### src/rtl/core/wmkd_pkg.sv
// Package for the windowed majority key debounce.
// Holds key counts, register codes, reset constants and the counter control struct.
// No dependencies.
package wmkd_pkg;

  localparam int NUM_KEYS = 8;
  localparam int PIN_KEYS = 2;
  localparam int CNT_W    = 8;
  localparam int SEEN_W   = CNT_W + 1;
  localparam int CODE_W   = 3;
  localparam int ADDR_W   = 3;
  localparam int DATA_W   = 32;

  localparam logic [CNT_W-1:0]  WINDOW_RESET  = 8'd20;
  localparam logic [CODE_W-1:0] NO_LADDER_KEY = 3'd7;
  localparam logic [CODE_W-1:0] LADDER_MAX    = 3'd5;

  // word select bit of paddr: register 0 is window_length
  localparam logic REG_WINDOW_LENGTH = 1'b0;

  typedef struct packed {
    logic sample;
    logic pressed;
    logic clear;
  } key_ctl_t;

endpackage

### src/rtl/core/wmkd_key_cnt.sv
// Per-key released/pressed counter pair with majority vote.
// Depends on wmkd_pkg.
module wmkd_key_cnt
  import wmkd_pkg::*;
(
  input  logic              clk,
  input  logic              rst,
  input  key_ctl_t          ctl,
  output logic [SEEN_W-1:0] seen,
  output logic              vote
);

  logic [CNT_W-1:0] released_cnt;
  logic [CNT_W-1:0] pressed_cnt;
  logic [CNT_W-1:0] released_cnt_next;
  logic [CNT_W-1:0] pressed_cnt_next;

  // counts including the current sample
  always_comb begin
    released_cnt_next = released_cnt;
    pressed_cnt_next  = pressed_cnt;
    if (ctl.sample) begin
      if (ctl.pressed) begin
        pressed_cnt_next = pressed_cnt + CNT_W'(1);
      end else begin
        released_cnt_next = released_cnt + CNT_W'(1);
      end
    end
  end

  assign seen = SEEN_W'(released_cnt_next) + SEEN_W'(pressed_cnt_next);
  assign vote = pressed_cnt_next >= released_cnt_next;

  always_ff @(posedge clk) begin
    if (rst || ctl.clear) begin
      released_cnt <= '0;
      pressed_cnt  <= '0;
    end else begin
      released_cnt <= released_cnt_next;
      pressed_cnt  <= pressed_cnt_next;
    end
  end

endmodule

### config.mk
export PLATFORM = sky130hd
export DESIGN_NAME = wmkd_key_cnt
export DESIGN_NICKNAME = d
export VERILOG_FILES = /design/src/rtl/core/wmkd_pkg.sv /design/src/rtl/core/wmkd_key_cnt.sv
export SDC_FILE = /design/constraint.sdc
export NUM_CORES = 1
export LEC_CHECK = 0
export ABC_CLOCK_PERIOD_IN_PS = 4580
export BUFFER_PORTS_ARGS = -buffer_cell sky130_fd_sc_hd__buf_4
export CAP_MARGIN = 0
export CORE_AREA = 2 2 50 52
export DETAILED_ROUTE_END_ITERATION = 16
export DIE_AREA = 0 0 52 54
export GPL_ROUTABILITY_DRIVEN = 0
export PLACE_DENSITY = 0.73
export SLEW_MARGIN = 20
export SYNTH_ARGS = -nofsm -noshare
export SYNTH_HDL_FRONTEND = slang
export SYNTH_SLANG_ARGS = --single-unit
### constraint.sdc
create_clock -name clk -period 4.58 [get_ports clk]
set_input_delay 0.916 -clock clk [delete_from_list [all_inputs] [get_ports clk]]
set_output_delay 0.916 -clock clk [all_outputs]
set_load 0.1 [all_outputs]
==> reports/qor.csv, run 1 <==
metric;value;unit
status;complete, no violations;
r2r_end;pressed_cnt[7];
r2r_setup_slack;3.24;ns
fin_tns_setup;0;ns
wirelength;2070;um
place_inst;179;
crit_slowest_cell;a221oi_1;
grt_pass1_wl;3460;um
numClockSinks;16;
nFillCells;211;
ys_seq_area_share;27.0;%
drc_errors;0;
synth_nets;163;
drtIter0Drc;8;
cp_common_cell;buf_4;
hold_path_class;reg2reg;
ir_worst_vdd;0.219;mV
slew_violations;0;
postPlaceCellArea;1330;um^2
worst_hold_path.num_cells;2;
power_density;205;nW/um^2
netlist-cell-type-count;28;
place_hpwl;1670;um
syn_avg_cell_area;8.53;um^2
ys_async_sr_fraction;0;%
cts-root-buf;clkbuf_4;
cts_buffers;3;
insertion_delay;0.28;ns
diodes;0;
io_pins;15;
path_cells;buf_4 -> nor2b_2 -> and4_4 -> nand3_1 -> xor2_1 -> inv_1 -> ha_1 -> and3_1 -> a221oi_1 -> nor2b_1 -> nor2_1 -> o21bai_2 -> buf_4;
ys.flop_type;dfxtp_1;
finalCritPeriodShare;94.7;%
cts_tree;built;
clock.fmax;230;MHz
grt_max_degree;17;
chipHeight;54;um
grt.total_usage;16.6;%
hold_end;released_cnt[7];
cts_buffer_depth;2;
crit_arrival;3.42;ns
synth_warnings;0;
crit_path_start_kind;input port;
syn_to_final_growth;15.2;%
endpoint_kind;output port;
postCtsHoldBufs;0;
drtAntennaViolNets;0;
finalSetupViolCount;0;
dp_worst_setup_slack;0.0965;ns
htree_levels;1;
ff2ff_path_depth;4;
setup_ws;0.241;ns
port_buffers;14;
worstMarginPinSlew;0.376;ns
critPathBufInv;3;
cellLeakagePower;0.687;nW
fin_crit;4.34;ns
crit_required;3.66;ns
timing.slew.headroom;74.9;%
critPathMaxStageDelay;0.38;ns
first_pass_iters;4;
hold_viol;0;
final_cells;183;
antenna_found_initial;0;
ys_seq_elements;16;
die_area;2810;um^2
critPathTopFamily;simple AND/OR/NAND/NOR gates;
coreArea;2320;um^2
reg2reg_from;pressed_cnt[4];
die_x;52;um
cts_setup_buffers;0;
wire_per_inst;11.3;um
num_vias;911;
num_rows;18;
p_total;0.280;mW
synthesis.instances;139;
clkSlewWorstSetupHoldPaths;0.09;ns
viasPerCell;4.98;
rsz0062_at_grt;no;
synth_edf_count;0;
layout-drive-gt1-share;17.0;%
grt_pass1_vias;799;
start_util;51.1;%
fin_skew;0.00587;ns
path_max_fanout;6;
synth_area;1190;um^2
grt.overflow.total;0;
cap_violations;0;
crit_type;in2out;
hold_start;released_cnt[7];
final_nets;178;
fin_area;1370;um^2
[layout by cell type, fill, tap and decap left out, types with 2 or more instances in the layout]
master | Yosys | final
buf_4 | 1 | 14
a21o_1 | 3 | 3
clkbuf_4 | 0 | 3
nand2_1 | 4 | 4
nand4_1 | 2 | 2
xor2_1 | 10 | 9
nor2b_1 | 11 | 10
ha_1 | 18 | 18
inv_1 | 13 | 13
nand3_1 | 7 | 7
nor2_1 | 19 | 19
o21ai_0 | 2 | 2
nor4_1 | 2 | 2
xnor2_1 | 10 | 10
a21oi_1 | 4 | 4
dfxtp_1 | 16 | 16
[flip-flops by register name, summed over array words and instances (netlist names)]
signal        cells
released_cnt      8
pressed_cnt       8
[layout make-up]
class,instances,area [um^2],area share (%)
Inverter,13,48.8,3.57
Multi-Input combinational cell,106,818,59.9
Tap cell,30,37.5,2.75
Clock buffer,4,36.3,2.66
Sequential cell,16,320,23.4
Timing Repair Buffer,14,105,7.69
[worst min-delay path: cells and delay by family (launching register included)]
| family | cells | cell delay [ns] |
|---|---|---|
| flops | 1 | 0.33 |
| xor+xnor | 1 | 0.11 |
| simple gates | 1 | 0.10 |
[per-stage QoR]
| step | hold WS [ns] | utilization, % |
|---|---|---|
| after floorplan | 0.521 | - |
| after global placement | 0.547 | 57.2 |
| after detailed placement | 0.566 | 57.2 |
| after CTS | 0.588 | 58.8 |
| after global routing | 0.624 | 58.9 |
| final | 0.580 | 58.9 |
[how the worst max path moves through the flow]
stage | cells after the start | to | slack, ns | start
6_report | 13 | seen[8] | 0.24 | ctl[1]
5_1_grt | 13 | seen[8] | 0.02 | ctl[2]
4_1_cts | 13 | seen[8] | 0.09 | ctl[1]
3_5_place_dp | 13 | seen[8] | 0.1 | ctl[1]
3_3_place_gp | 13 | seen[8] | 0.17 | ctl[1]
2_1_floorplan | 10 | seen[6] | -0.27 | ctl[2]
[kinds of logic (layout without fill, tap and decap cells)]
family                     after synthesis  in the layout  share of synthesized area, %
AOI/OAI and AO/OA                       16             16                          8.86
xor gates and xnor gates                20             20                          14.8
adders and majority gates               19             19                          20.7
buffers and inverters                   17             31                          5.70
DFF                                     16             16                          27.0
muxes                                    2              2                          1.79
and+or+nand+nor                         49             49                          21.2
[cell usage after synthesis, drive strengths merged (3+ instances only)]
cell type | count | share of area (%)
a21o | 3 | 1.9
a21oi | 4 | 1.7
clkbuf | 3 | 0.95
dfxtp | 16 | 27
ha | 18 | 19
inv | 13 | 4.1
nand2 | 4 | 1.3
nand3 | 7 | 3.0
nor2 | 19 | 6.0
nor2b | 11 | 5.8
xnor2 | 10 | 7.4
xor2 | 10 | 7.4
[layer usage]
layer	wire, um	GRT usage (%)	part of all wire, %
met3	67	5.00	3.2
met5	0	0	0
met1	945	21.3	46
met2	1040	27.2	50
met4	16	3.95	0.77
[power breakdown]
group	total, mW	switching, mW	internal [mW]
registers	0.140	0.000725	0.140
logic	0.0482	0.0363	0.0118
clock network	0.0912	0.0429	0.0484
[what timing repair did]
| action | CTS | global route |
|---|---|---|
| gates resized for setup | 0 | 1 |
| endpoints found under the setup margin | 0 | 2 |
| endpoints found under the hold margin | 0 | 0 |
Power figures use the tool's default switching activity.
==> run 2: changes to the inputs <==
- ABC_CLOCK_PERIOD_IN_PS: 4580 -> 4400
- CORE_AREA: 2 2 50 52 -> 2 2 58 60
- DIE_AREA: 0 0 52 54 -> 0 0 60 62
- PLACE_DENSITY: 0.73 -> default
- clock period: 4.58 -> 4.4 ns (I/O delays scaled with it)
==> run 2 against run 1 <==
  * Critical path depth down 1
  * Register-to-register slack worse by 0.21 ns
  * Non-clock buffer count up 5
  * Combinational power up 7.9%
  * Clock skew down 0.0021 ns
  * Die area up 32%
  * Global-route usage down 3.3 points
  * Setup slack worse by 0.0049 ns
  * Critical endpoint is now seen[7]
  * Largest power group unchanged
==> reports/qor.csv, run 2 (synthesis results as in run 1) <==
metric;value;unit;change
status;complete, no violations;;
most-common-layout-cells;nor2_1 (19), buf_4 (19), ha_1 (18), dfxtp_1 (16), inv_1 (13);;
reg_top3;pressed_cnt: 8 flops, released_cnt: 8 flops;;
grt.total_usage;13.3;%;-3.3 points
io_pins;15;;unchanged
die_area;3720;um^2;+32%
drc_errors;0;;unchanged
drtAntennaViolNets;0;;unchanged
r2r_end;pressed_cnt[7];;
hold_viol;0;;unchanged
slew_violations;0;;unchanged
reg2reg_from;pressed_cnt[4];;
nFillCells;322;;+53%
cap_violations;0;;unchanged
grt_pass1_wl;3720;um;+7.4%
crit_path_start_kind;input port;;
cts_tree;built;;
final_cells;203;;+11%
whs;0.568;ns;-0.0121 ns
htree_levels;1;;unchanged
cts_buffers;3;;unchanged
path_max_fanout;6;;unchanged
die_x;60;um;+15%
numClockSinks;16;;unchanged
grt.overflow.total;0;;unchanged
wire_per_inst;11.1;um;-2.0%
hold_start;released_cnt[7];;
cts-root-buf;clkbuf_4;;
ff2ff_path_depth;4;;unchanged
layout-drive-gt1-share;19.7;%;+2.8 points
diodes;0;;unchanged
postCtsHoldBufs;0;;unchanged
postPlaceCellArea;1390;um^2;+4.9%
first_pass_iters;4;;unchanged
place_hpwl;1880;um;+12%
clock.fmax;240;MHz;
crit_arrival;3.28;ns;-0.14 ns
place_inst;200;;+12%
drtIter0Drc;17;;+9
num_rows;21;;+3
antenna_found_initial;0;;unchanged
hold_path_class;reg2reg;;
grt_max_degree;17;;unchanged
start_util;37.3;%;-14 points
chipHeight;62;um;+15%
final_nets;183;;+2.8%
final_util;44.6;%;-14 points
syn_to_final_growth;19.5;%;
endpoint_kind;output port;;
ir_worst_vdd;0.132;mV;-40%
finalCritPeriodShare;94.6;%;
worstMarginPinSlew;0.396;ns;+0.0193 ns
rsz0062_at_grt;no;;
viasPerCell;4.61;;-7.5%
clkSlewWorstSetupHoldPaths;0.09;ns;about the same
wirelength;2250;um;+8.7%
fin_tns_setup;0;ns;unchanged
r2r_setup_slack;3.03;ns;-0.21 ns
num_vias;935;;+2.6%
fin_area;1420;um^2;+3.8%
port_buffers;14;;unchanged
cts_buffer_depth;2;;unchanged
setup_ws;0.237;ns;-0.00488 ns
crit_required;3.52;ns;-0.14 ns
grt_pass1_vias;879;;+10%
finalSetupViolCount;0;;unchanged
p_total;0.272;mW;-2.8%
crit_type;in2out;;
hold_end;released_cnt[7];;
power_density;192;nW/um^2;-6.3%
timing.slew.headroom;73.6;%;-1.3 points
insertion_delay;0.28;ns;about the same
cellLeakagePower;0.712;nW;+3.7%
coreArea;3180;um^2;+37%
dp_worst_setup_slack;0.0956;ns;-0.000923 ns
fin_crit;4.16;ns;
fin_skew;0.00373;ns;-0.00214 ns
worst_hold_path.num_cells;2;;unchanged
-- run 2: cell types whose count changed in the layout (fill, tap and decap cells not counted) --
| cell | before | now |
|---|---|---|
| buf_4 | 14 | 19 |
| clkbuf_8 | 1 | 0 |
| xnor2_1 | 10 | 9 |
| xnor2_2 | 0 | 1 |
-- run 2: worst max-delay path: stages --
cell and delay [ns]:
buf_4 0.12, nor2b_2 0.25, and4_4 0.28, xnor2_1 0.18, inv_1 0.08, ha_1 0.39
a21o_1 0.20, a21oi_1 0.17, a31oi_1 0.11, nor2_1 0.17, xor2_2 0.14, buf_4 0.30
-- run 2: where the power goes --
| part | switching (mW) | total [mW] | internal (mW) |
|---|---|---|---|
| combinational | 0.0384 | 0.0520 | 0.0136 |
| sequential | 0.000741 | 0.146 | 0.145 |
| clock | 0.0422 | 0.0740 | 0.0318 |
| total | 0.0813 | 0.272 | 0.191 |
-- run 2: what timing repair did --
| action | 4_1_cts | 5_1_grt |
|---|---|---|
| gates resized for setup | 0 | 1 |
| buffers inserted | 0 | 0 |
| setup endpoints to repair | 0 | 3 |
-- run 2: final cells by class --
type | instances | area, um^2 | area share, %
multi-input cells | 106 | 826 | 58.3
flip-flops and latches | 16 | 320 | 22.6
repair buffers | 19 | 143 | 10.1
well taps | 46 | 57.6 | 4.06
inverters | 13 | 48.8 | 3.44
clock buffers | 3 | 22.5 | 1.59
-- run 2: routing by layer --
metal / routed length, um / GRT usage [%]
met1: 1010 / 16.9
met2: 1180 / 23.4
met3: 54 / 3.73
met4: 0 / 0.952
met5: 0 / 0
-- run 2: worst max-delay path by stage --
stage,from,endpoint,cells after the start
final,ctl[1],seen[7],12
after global routing,ctl[1],seen[7],12
after CTS,ctl[1],seen[7],12
after detailed placement,ctl[1],seen[8],12
after global placement,ctl[1],seen[7],12
after floorplan,ctl[2],seen[6],10
